`src/design/rms_frame_level_gate_core_assert.svh`:
```
// ----------------------------------------------------------------------------
// Assertion macros for the frame RMS level gate
// Clocked property checks shared by the block's modules, disabled during reset.
// ----------------------------------------------------------------------------
`ifndef RMS_FRAME_LEVEL_GATE_CORE_ASSERT_SVH
`define RMS_FRAME_LEVEL_GATE_CORE_ASSERT_SVH

// The consequent must hold in the same cycle as the antecedent.
`define RFLG_ASSERT_IMPL(label, pre, post, msg) \
  label: assert property (@(posedge clk) disable iff (rst) (pre) |-> (post)) \
    else $error(msg);

// The consequent must hold in the cycle after the antecedent.
`define RFLG_ASSERT_NEXT(label, pre, post, msg) \
  label: assert property (@(posedge clk) disable iff (rst) (pre) |=> (post)) \
    else $error(msg);

`endif

```
`src/design/rflg_pkg.sv`:
```
// ----------------------------------------------------------------------------
// Frame RMS level gate package
// Widths, limits and the frame record passed from the front to the back.
// ----------------------------------------------------------------------------
package rflg_pkg;

  localparam int MAX_FRAME   = 1024;
  localparam int SAMPLE_W    = 16;
  localparam int SQUARE_W    = 2 * SAMPLE_W - 1;
  localparam int SUM_W       = SQUARE_W + $clog2(MAX_FRAME);
  localparam int COUNT_W     = $clog2(MAX_FRAME + 1);
  localparam int LEVEL_W     = 16;
  localparam int RAD_W       = 2 * LEVEL_W;
  localparam int REM_W       = LEVEL_W + 2;
  localparam int STEP_W      = $clog2(SUM_W + 1);
  localparam int QUEUE_DEPTH = 2;
  localparam int QPTR_W      = (QUEUE_DEPTH > 1) ? $clog2(QUEUE_DEPTH) : 1;
  localparam int QCOUNT_W    = $clog2(QUEUE_DEPTH + 1);

  localparam logic [LEVEL_W-1:0] THRESHOLD_RESET = LEVEL_W'(3277);
  localparam logic [LEVEL_W-1:0] LEVEL_MAX       = LEVEL_W'(32768);

  typedef struct packed {
    logic [SUM_W-1:0]   sum;
    logic [COUNT_W-1:0] count;
    logic               overflow;
  } frame_t;

endpackage

```
`src/design/rflg_front.sv`:
```
// ----------------------------------------------------------------------------
// Frame RMS level gate front end
// Squares each sample, keeps the frame sum, count and drop mark, and hands a
// finished frame record onward on the last sample.
// ----------------------------------------------------------------------------
`include "rms_frame_level_gate_core_assert.svh"

module rflg_front import rflg_pkg::*; (
  input  logic                       clk,
  input  logic                       rst,
  input  logic                       accept,
  input  logic signed [SAMPLE_W-1:0] sample,
  input  logic                       frame_end,
  output logic                       frame_valid,
  output frame_t                     frame
);

  logic [SUM_W-1:0]            square_sum;
  logic [COUNT_W-1:0]          sample_count;
  logic                        overflow_seen;
  logic signed [2*SAMPLE_W-1:0] product;
  logic [SQUARE_W-1:0]         square;
  logic                        at_limit;
  logic [SUM_W-1:0]            square_sum_next;
  logic [COUNT_W-1:0]          sample_count_next;
  logic                        overflow_seen_next;

  assign product  = sample * sample;
  assign square   = product[SQUARE_W-1:0];
  assign at_limit = (sample_count == COUNT_W'(MAX_FRAME));

  always_comb begin
    if (at_limit) begin
      square_sum_next   = square_sum;
      sample_count_next = sample_count;
    end else begin
      square_sum_next   = square_sum + SUM_W'(square);
      sample_count_next = sample_count + COUNT_W'(1);
    end
    overflow_seen_next = overflow_seen | at_limit;
  end

  assign frame_valid    = accept & frame_end;
  assign frame.sum      = square_sum_next;
  assign frame.count    = sample_count_next;
  assign frame.overflow = overflow_seen_next;

  always_ff @(posedge clk) begin
    if (rst) begin
      square_sum    <= '0;
      sample_count  <= '0;
      overflow_seen <= 1'b0;
    end else if (accept) begin
      if (frame_end) begin
        square_sum    <= '0;
        sample_count  <= '0;
        overflow_seen <= 1'b0;
      end else begin
        square_sum    <= square_sum_next;
        sample_count  <= sample_count_next;
        overflow_seen <= overflow_seen_next;
      end
    end
  end

  `RFLG_ASSERT_IMPL(a_count_limit, accept, sample_count <= COUNT_W'(MAX_FRAME), "Sample count passed the frame limit.")

endmodule

```
`src/design/rflg_queue.sv`:
```
// ----------------------------------------------------------------------------
// Frame RMS level gate frame queue
// Short queue of finished frame records between the front and the back end.
// ----------------------------------------------------------------------------
`include "rms_frame_level_gate_core_assert.svh"

module rflg_queue import rflg_pkg::*; (
  input  logic   clk,
  input  logic   rst,
  input  logic   push,
  input  frame_t push_data,
  output logic   full,
  input  logic   pop,
  output frame_t pop_data,
  output logic   empty
);

  frame_t              entries [QUEUE_DEPTH];
  logic [QPTR_W-1:0]   wr_ptr;
  logic [QPTR_W-1:0]   rd_ptr;
  logic [QCOUNT_W-1:0] fill;

  assign full     = (fill == QCOUNT_W'(QUEUE_DEPTH));
  assign empty    = (fill == '0);
  assign pop_data = entries[rd_ptr];

  always_ff @(posedge clk) begin
    if (push) begin
      entries[wr_ptr] <= push_data;
    end
  end

  always_ff @(posedge clk) begin
    if (rst) begin
      wr_ptr <= '0;
      rd_ptr <= '0;
      fill   <= '0;
    end else begin
      if (push) begin
        wr_ptr <= (wr_ptr == QPTR_W'(QUEUE_DEPTH - 1)) ? '0 : wr_ptr + QPTR_W'(1);
      end
      if (pop) begin
        rd_ptr <= (rd_ptr == QPTR_W'(QUEUE_DEPTH - 1)) ? '0 : rd_ptr + QPTR_W'(1);
      end
      if (push && !pop) begin
        fill <= fill + QCOUNT_W'(1);
      end else if (pop && !push) begin
        fill <= fill - QCOUNT_W'(1);
      end
    end
  end

  `RFLG_ASSERT_NEXT(a_fill_up, push && !pop, fill == $past(fill) + QCOUNT_W'(1), "Queue fill did not rise on a push.")
  `RFLG_ASSERT_NEXT(a_fill_down, pop && !push, fill == $past(fill) - QCOUNT_W'(1), "Queue fill did not fall on a pop.")

endmodule

```
`src/design/rflg_back.sv`:
```
// ----------------------------------------------------------------------------
// Frame RMS level gate back end
// Divides the frame sum by the count one bit per cycle, takes the integer
// root two bits per cycle, and holds the level in the output register.
// ----------------------------------------------------------------------------
`include "rms_frame_level_gate_core_assert.svh"

module rflg_back import rflg_pkg::*; (
  input  logic               clk,
  input  logic               rst,
  input  frame_t             entry,
  input  logic               entry_empty,
  output logic               entry_pop,
  input  logic               out_pop,
  output logic               out_valid,
  output logic [LEVEL_W-1:0] level,
  output logic               overflow
);

  typedef enum logic [3:0] {
    ST_IDLE = 4'b0001,
    ST_DIV  = 4'b0010,
    ST_ROOT = 4'b0100,
    ST_DONE = 4'b1000
  } back_state_t;

  back_state_t          state;
  logic [STEP_W-1:0]    step;
  logic [SUM_W-1:0]     dividend;
  logic [COUNT_W-1:0]   divisor;
  logic [COUNT_W-1:0]   rem_div;
  logic                 overflow_hold;
  logic [RAD_W-1:0]     radicand;
  logic [REM_W-1:0]     rem_root;
  logic [LEVEL_W-1:0]   root;

  logic [COUNT_W:0]     div_trial;
  logic [COUNT_W:0]     div_diff;
  logic                 div_ge;
  logic [COUNT_W-1:0]   rem_div_next;
  logic [SUM_W-1:0]     quotient_next;
  logic [REM_W+1:0]     root_trial;
  logic [REM_W+1:0]     root_test;
  logic [REM_W+1:0]     root_diff;
  logic                 root_ge;
  logic [REM_W-1:0]     rem_root_next;
  logic [LEVEL_W-1:0]   root_next;
  logic                 out_load;

  assign div_trial     = {rem_div, dividend[SUM_W-1]};
  assign div_diff      = div_trial - {1'b0, divisor};
  assign div_ge        = (div_trial >= {1'b0, divisor});
  assign rem_div_next  = div_ge ? div_diff[COUNT_W-1:0] : div_trial[COUNT_W-1:0];
  assign quotient_next = {dividend[SUM_W-2:0], div_ge};

  assign root_trial    = {rem_root, radicand[RAD_W-1 -: 2]};
  assign root_test     = {2'b00, root, 2'b01};
  assign root_diff     = root_trial - root_test;
  assign root_ge       = (root_trial >= root_test);
  assign rem_root_next = root_ge ? root_diff[REM_W-1:0] : root_trial[REM_W-1:0];
  assign root_next     = {root[LEVEL_W-2:0], root_ge};

  assign entry_pop = (state == ST_IDLE) && !entry_empty;
  assign out_load  = (state == ST_DONE) && (!out_valid || out_pop);

  always_ff @(posedge clk) begin
    if (rst) begin
      state <= ST_IDLE;
      step  <= '0;
    end else begin
      unique case (state)
        ST_IDLE: begin
          if (!entry_empty) begin
            state <= ST_DIV;
            step  <= '0;
          end
        end
        ST_DIV: begin
          if (step == STEP_W'(SUM_W - 1)) begin
            state <= ST_ROOT;
            step  <= '0;
          end else begin
            step <= step + STEP_W'(1);
          end
        end
        ST_ROOT: begin
          if (step == STEP_W'(LEVEL_W - 1)) begin
            state <= ST_DONE;
            step  <= '0;
          end else begin
            step <= step + STEP_W'(1);
          end
        end
        ST_DONE: begin
          if (out_load) begin
            state <= ST_IDLE;
          end
        end
        default: begin
          state <= ST_IDLE;
          step  <= '0;
        end
      endcase
    end
  end

  always_ff @(posedge clk) begin
    if (entry_pop) begin
      dividend      <= entry.sum;
      divisor       <= entry.count;
      overflow_hold <= entry.overflow;
      rem_div       <= '0;
    end
    if (state == ST_DIV) begin
      dividend <= quotient_next;
      rem_div  <= rem_div_next;
      if (step == STEP_W'(SUM_W - 1)) begin
        radicand <= (divisor == '0) ? '0 : quotient_next[RAD_W-1:0];
        rem_root <= '0;
        root     <= '0;
      end
    end
    if (state == ST_ROOT) begin
      radicand <= {radicand[RAD_W-3:0], 2'b00};
      rem_root <= rem_root_next;
      root     <= root_next;
    end
  end

  always_ff @(posedge clk) begin
    if (rst) begin
      out_valid <= 1'b0;
    end else if (out_load) begin
      out_valid <= 1'b1;
    end else if (out_pop) begin
      out_valid <= 1'b0;
    end
  end

  always_ff @(posedge clk) begin
    if (out_load) begin
      level    <= root;
      overflow <= overflow_hold;
    end
  end

  `RFLG_ASSERT_IMPL(a_div_rem, (state == ST_DIV) && (divisor != '0), rem_div < divisor, "Divider remainder reached the divisor.")
  `RFLG_ASSERT_IMPL(a_level_range, out_load, root <= LEVEL_MAX, "Root level above full scale.")

endmodule

```
`src/design/rms_frame_level_gate_core.sv`:
```
// ----------------------------------------------------------------------------
// Frame RMS level gate
// Accumulates squared samples per frame and, for each frame closed by its
// last sample, reports integer RMS level, threshold and dropped-sample flags.
// ----------------------------------------------------------------------------
//  Channel   Signals                                     Handshake
//  input     sample, frame_end                           push / full
//  result    rms_level, above_threshold, frame_overflow  pop / empty
//  config    cfg_wdata (level_threshold)                 cfg_we
//
// A sample is taken every cycle while the frame queue has room.
// Each frame then leaves the queue, runs through the divider and the root
// steps and is loaded into the result register; the one-bit-per-cycle
// divider takes most of that time. The back end works on one frame at a time.
// Two finished frames can wait in the queue while the back end is busy.
// The result register holds its item until popped; the back end waits on it.
// Reset clears all control state and sets the threshold to 3277.
// ----------------------------------------------------------------------------
module rms_frame_level_gate_core import rflg_pkg::*; (
  input  logic                       clk,
  input  logic                       rst,
  input  logic                       push,
  output logic                       full,
  input  logic signed [SAMPLE_W-1:0] sample,
  input  logic                       frame_end,
  output logic                       empty,
  input  logic                       pop,
  output logic [LEVEL_W-1:0]         rms_level,
  output logic                       above_threshold,
  output logic                       frame_overflow,
  input  logic                       cfg_we,
  input  logic [LEVEL_W-1:0]         cfg_wdata
);

  logic [LEVEL_W-1:0] level_threshold;
  logic               accept;
  logic               frame_valid;
  frame_t             frame;
  frame_t             queue_head;
  logic               queue_empty;
  logic               queue_pop;
  logic               out_valid;
  logic               out_pop;

  assign accept  = push & ~full;
  assign empty   = ~out_valid;
  assign out_pop = pop & out_valid;
  assign above_threshold = (rms_level > level_threshold);

  always_ff @(posedge clk) begin
    if (rst) begin
      level_threshold <= THRESHOLD_RESET;
    end else if (cfg_we) begin
      level_threshold <= cfg_wdata;
    end
  end

  rflg_front u_front (
    .clk         (clk),
    .rst         (rst),
    .accept      (accept),
    .sample      (sample),
    .frame_end   (frame_end),
    .frame_valid (frame_valid),
    .frame       (frame)
  );

  rflg_queue u_queue (
    .clk       (clk),
    .rst       (rst),
    .push      (frame_valid),
    .push_data (frame),
    .full      (full),
    .pop       (queue_pop),
    .pop_data  (queue_head),
    .empty     (queue_empty)
  );

  rflg_back u_back (
    .clk         (clk),
    .rst         (rst),
    .entry       (queue_head),
    .entry_empty (queue_empty),
    .entry_pop   (queue_pop),
    .out_pop     (out_pop),
    .out_valid   (out_valid),
    .level       (rms_level),
    .overflow    (frame_overflow)
  );

endmodule
```
`config.mk`:
```
export PLATFORM = sky130hd
export DESIGN_NAME = rms_frame_level_gate_core
export DESIGN_NICKNAME = d
export VERILOG_FILES = /design/src/design/rflg_pkg.sv /design/src/design/rflg_front.sv /design/src/design/rflg_queue.sv /design/src/design/rflg_back.sv /design/src/design/rms_frame_level_gate_core.sv
export VERILOG_INCLUDE_DIRS = /design/src /design/src/design
export SDC_FILE = /design/constraint.sdc
export NUM_CORES = 1
export LEC_CHECK = 0
export BUFFER_PORTS_ARGS = -buffer_cell sky130_fd_sc_hd__buf_2
export CAP_MARGIN = 20
export CORE_MARGIN = 3
export CORE_UTILIZATION = 58
export CTS_CLUSTER_DIAMETER = 120
export DETAILED_ROUTE_END_ITERATION = 8
export PLACE_DENSITY = 0.86
export SETUP_SLACK_MARGIN = 0.05
export SKIP_CTS_REPAIR_TIMING = 1
export SYNTH_ARGS = -nofsm -noshare
export SYNTH_HDL_FRONTEND = slang
export SYNTH_HIERARCHICAL = 1
export SYNTH_SLANG_ARGS = --single-unit
```
`constraint.sdc`:
```
create_clock -name clk -period 8.7 [get_ports clk]
set_input_delay 1.74 -clock clk [delete_from_list [all_inputs] [get_ports clk]]
set_output_delay 1.74 -clock clk [all_outputs]
set_load 0.05 [all_outputs]
```
======== Yosys cells after proc, flatten, opt, wreduce, memory -nomap -nowiden ========
Memory sizes are Yosys's and may differ from the RTL's. A register that Yosys moved wholly into a read port is not among the register bits.
Cells that the tools add are included.
word-level totals
  flip-flop bits (word level) ............. 231
  bits in writable memories ............... 106
  output and inout bits ................... 20
  memories ................................ 1
memory list
  name             words  bits a word  read ports  clocked after Yosys merged registers in  wr ports  line              RTL
  u_queue.entries  2      53           1           1                                        1         rflg_queue.sv:18  frame_t entries [QUEUE_DEPTH];
cells by class
  add/subtract/negate cells ............... 9
  $mul .................................... 1
  magnitude comparators ................... 3
  equal/unequal tests ..................... 12
  muxes and demuxes ....................... 40
  bitwise operators ....................... 7
  reduce and logical (&&, ||, !) cells .... 20
operator list
  kind                                                                    number
  41-bit two-way mux                                                      4
  32-bit two-way mux                                                      4
  18-bit two-way mux                                                      4
  11-bit two-way mux                                                      5
  16-bit two-way mux                                                      3
  41-bit by 31-bit adder with 41-bit output                               1
  16-bit by 16-bit multiplier with 31-bit output                          1
  6-bit one-hot mux with 4 select lines                                   1
  20-bit by 18-bit greater-or-equal comparator with 1-bit output          1
  6-bit two-way mux                                                       3
  18-bit subtractor                                                       1
  16-bit greater-than comparator                                          1
  4-bit two-way mux                                                       4
  4-bit one-hot mux with 4 select lines                                   1
  12-bit by 11-bit greater-or-equal comparator with 1-bit output          1
  11-bit by 1-bit adder with 11-bit output (second input constant)        1
  11-bit equality test (second input constant)                            1
  11-bit zero test                                                        1
  11-bit subtractor                                                       1
  2-bit nonzero test                                                      5
  1-bit two-way mux                                                       9
  6-bit by 1-bit adder with 6-bit output (second input constant)          1
  6-bit by 4-bit equality test with 1-bit output (second input constant)  1
  6-bit equality test (second input constant)                             1
  20 further kinds                                                        36

======== Logic depth before layout (Yosys ltp) ========
  word-level depth ........................ 8
  gate-level depth with buffers ........... 36
  depth with buffers taken out ............ 33

======== By module ========
Netlist, hierarchy kept.
modules (own cells, without submodules)
  module                     instances  cells an instance  area each (um^2)
  rflg_front                 1          1589               13287.7
  rflg_back                  1          694                7759.9
  rflg_queue                 1          187                4048.9
  rms_frame_level_gate_core  1          111                972.2

======== Least setup slack after synthesis ========
OpenSTA, ideal clock, no wires.
  path kind ............................... input -> register
  start ................................... in sample[15]
  end ..................................... reg u_front.square_sum[32]
  setup time .............................. 70 ps
  arrival ................................. 9319 ps
  data required time ...................... 8630 ps
  path slack .............................. -689 ps
  cell stages on the path ................. 29
  path buffers ............................ 4
  cell sequence ........................... clkbuf_1 -> clkbuf_1 -> nand2_1 -> fa_1 -> fa_1 -> inv_1 -> fa_1 -> fa_1 -> fa_1 -> inv_1 -> fa_1 -> inv_1 -> ha_1 -> a2111oi_0 -> o21ai_0 -> o21ai_0 -> xnor2_1 -> ha_1 -> clkbuf_1 -> nand3_1 -> nor3_1 -> nand3_1 -> nand2_1 -> a21oi_1 -> a311oi_2 -> buf_4 -> nand3_1 -> or3_1 -> a21oi_1
between the ends
  longest elaborated chain between the ends .. 4
ends and longest elaborated chain
  element                                         line                             RTL
  start: declaration                              rms_frame_level_gate_core.sv:24  input logic signed [SAMPLE_W-1:0] sample,
  16-bit by 16-bit multiplier with 31-bit output  rflg_front.sv:28                 assign product = sample * sample;
  41-bit by 31-bit adder with 41-bit output       rflg_front.sv:37                 square_sum_next = square_sum + SUM_W'(square);
  41-bit two-way mux                              rflg_front.sv:33                 if (at_limit) begin
  41-bit two-way mux                              rflg_front.sv:54                 if (frame_end) begin
  end signal: assignment                          rflg_front.sv:59                 square_sum <= square_sum_next;
  end: declaration                                rflg_front.sv:18                 logic [SUM_W-1:0] square_sum;
Every way passes these cells.
A chain may end at the register's enable or synchronous reset.

======== Worst setup path in the final report ========
  start ................................... in sample[11]
  end ..................................... reg u_front.square_sum[35]
Same word-level chain as after synthesis.

==> impl_metrics.json <==
{
  "gp_routability_congestion": 0.9449,
  "crit_required_ns": 9.18,
  "period_share_pct": 99.73,
  "min_from": "u_back/root[14]",
  "die_area_sq_um": 47530,
  "reg2regPathDepth": 10,
  "synthFlopType": "edfxtp_1",
  "rrSetupSlack_ns": 5.16,
  "crit_buf_inv": 7,
  "place.port_buffers": 57,
  "whs_path_depth": 0,
  "drive_gt1_share_pct": 22.46,
  "fin_nets": 3308,
  "ys_warn_count": 6,
  "yosys_register_bits": 338,
  "insertion_delay_ns": 0.56,
  "die_w_um": 218.0,
  "wl_mm": 63.43,
  "core_sq_um": 44320,
  "slew_headroom_pct": 40.18,
  "reg2reg_from": "u_front/sample_count[0]",
  "ios": 58,
  "rr_endpoint": "u_front/square_sum[36]",
  "drc_errors": 0,
  "gr-usage-all-layers_pct": 25.09,
  "yosysSeqAreaShare_pct": 35.59,
  "min_to": "u_back/level[14]",
  "crit_fanout": 8,
  "setup_viol": 0,
  "antenna_left": 0,
  "maxCapViolCount": 0,
  "cts.sink_count": 338,
  "drt_iter0_drc": 1566,
  "hold_viol": 0,
  "diodes": 0,
  "async_flop_share_pct": 0,
  "synth_edf_count": 251,
  "via_count": 19950,
  "cts_buffer_depth": 3,
  "grt_overflow": 0,
  "regArea_sq_um": 9280,
  "cts_buffers": 29,
  "status": "completed",
  "layout-area-overhead-vs-synth_pct": 18.48,
  "cp.arrival_ns": 9.15,
  "start_kind": "primary input",
  "die_y_um": 218.0,
  "grt_setup_unrepaired": "true",
  "path_class": "in2reg",
  "path_clk_slew_ns": 0.07,
  "placed_cell_area_sq_um": 28920,
  "vias_per_cell": 5.731,
  "syn_area_sq_um": 26070,
  "fillers": 2954,
  "syn_inst": 2581,
  "final_area_sq_um": 30890,
  "cp_slowest_cell": "fa_1",
  "fin_skew_ns": 0.01173,
  "critPathMaxStageDelay_ns": 0.54,
  "cts_root_buf": "clkbuf_16",
  "postSynthNetCount": 3022,
  "grt_pass1_wl_mm": 98.71,
  "fmax_ghz": 0.1152,
  "path_delay_family": "adder cells",
  "h-tree-depth": 1,
  "endpoint_kind": "flip-flop",
  "fin_worst_hold_slack_ns": 0.4538,
  "wire_per_inst_um": 18.22,
  "grt_max_degree": 67,
  "synth.distinct_cells": 87,
  "grt_pass1_vias": 20790,
  "synth_area_per_cell_sq_um": 10.10,
  "cts_tree": "built",
  "core.rowCount": 77,
  "hp-class": "reg2reg",
  "dp_hpwl_mm": 45.81,
  "dr.pass1.iters": 6,
  "final_common_cell": "inv_1",
  "slew_violations": 0,
  "initial_utilization_pct": 58.82,
  "critPathMostFrequentCell": "fa_1",
  "period_needed_ns": 8.677,
  "worst_pin_slew_ns": 0.8939,
  "multi_input_area_sq_um": 15710,
  "antenna_found_initial": 1,
  "final_cell_mix": "399 x inv_1, 282 x nand2_1, 275 x buf_4"
}
## layer usage
metal	vias up	share of wire (%)	track usage, %
met2	750	52	46.47
met5	-	0.024	0
met4	2	3.3	8.871
met1	9846	39	30.75
li1	9183	-	-
met3	168	5.0	2.020
## state kept, by name, indices dropped and copies added, names as in the netlist, named ones only
name,flops
u_back/step,6
u_back/overflow,1
level_threshold,16
u_back/dividend,41
u_queue/entries,106
u_front/sample_count,11
u_front/overflow_seen,1
u_queue/wr_ptr,1
u_back/root,16
u_back/overflow_hold,1
u_back/divisor,11
u_back/out_valid,1
u_back/level,16
u_back/radicand,32
u_back/rem_root,18
u_queue/fill,2
u_queue/rd_ptr,1
u_back/state,4
u_front/square_sum,41
u_back/rem_div,11
## synth_stat cells (all sizes together), types with 40 or more instances
master  instances  area (sq um)
nand3          42         222.7
a22o           40         350.3
mux2           59         664.4
a21oi         120         604.3
clkbuf         66         247.7
xor2           41         359.1
inv           413          1550
ha            176          2202
xnor2          81         709.4
nand2         309          1172
and2           42         262.8
dfxtp          87          1742
nor2          182         683.2
o21ai          73         384.1
edfxtp        251          7537
fa            227          4544
## area by class of cell
class / count / area share [%]
inverters: 414 / 5.064
repair buffers: 351 / 8.698
multi-input cells: 1733 / 50.85
well taps: 592 / 2.398
flip-flops and latches: 338 / 30.05
clock buffers: 36 / 2.532
clock inverters: 17 / 0.4132
## worst reg2reg max path, stage by stage, from the launching register on
cell	delay (ns)
dfxtp_1	0.52
inv_1	0.09
ha_1	0.21
nor2b_1	0.14
nand4_1	0.09
buf_4	0.49
and3_1	0.62
nor2b_1	0.60
nand3_4	0.17
or3_4	0.41
a21oi_1	0.13
## kinds of logic (layout without fill, tap and decap cells)
| family | Yosys count | count (layout) | synth area share (%) |
|---|---|---|---|
| compound gates | 409 | 409 | 10.66 |
| xor+xnor | 122 | 122 | 4.099 |
| fa+ha+maj | 403 | 403 | 25.88 |
| buf+inv | 510 | 818 | 7.670 |
| flops | 338 | 338 | 35.59 |
| mux | 88 | 88 | 3.662 |
| simple gates | 711 | 711 | 12.44 |
## worst max path at each step
stage	from	endpoint	slack, ns	depth (start not counted)
CTS	sample[5]	u_front/square_sum[31]	-0.04	33
finish	sample[11]	u_front/square_sum[35]	0.02	32
floorplan	sample[4]	u_front/square_sum[31]	0.06	31
detailed placement	sample[5]	u_front/square_sum[31]	-0.61	33
global route	sample[3]	u_front/square_sum[36]	-0.31	34
global placement	sample[10]	u_front/square_sum[40]	-0.39	31
## stage by stage
stage | util (%) | setup WS (ns) | cells | setup TNS (ns)
floorplan | - | 0.05751 | 2581 | 0
detailed placement | 65.25 | -0.6107 | 3398 | -23.83
finish | 69.69 | 0.02315 | 3481 | 0
CTS | 67.30 | -0.04490 | 3451 | -0.1327
global placement | 65.25 | -0.3866 | 3398 | -13.32
global route | 69.69 | -0.3051 | 3481 | -6.328
Power is not shown: default switching activity piles up to over one toggle a cycle in this logic, so the estimate is an artifact.
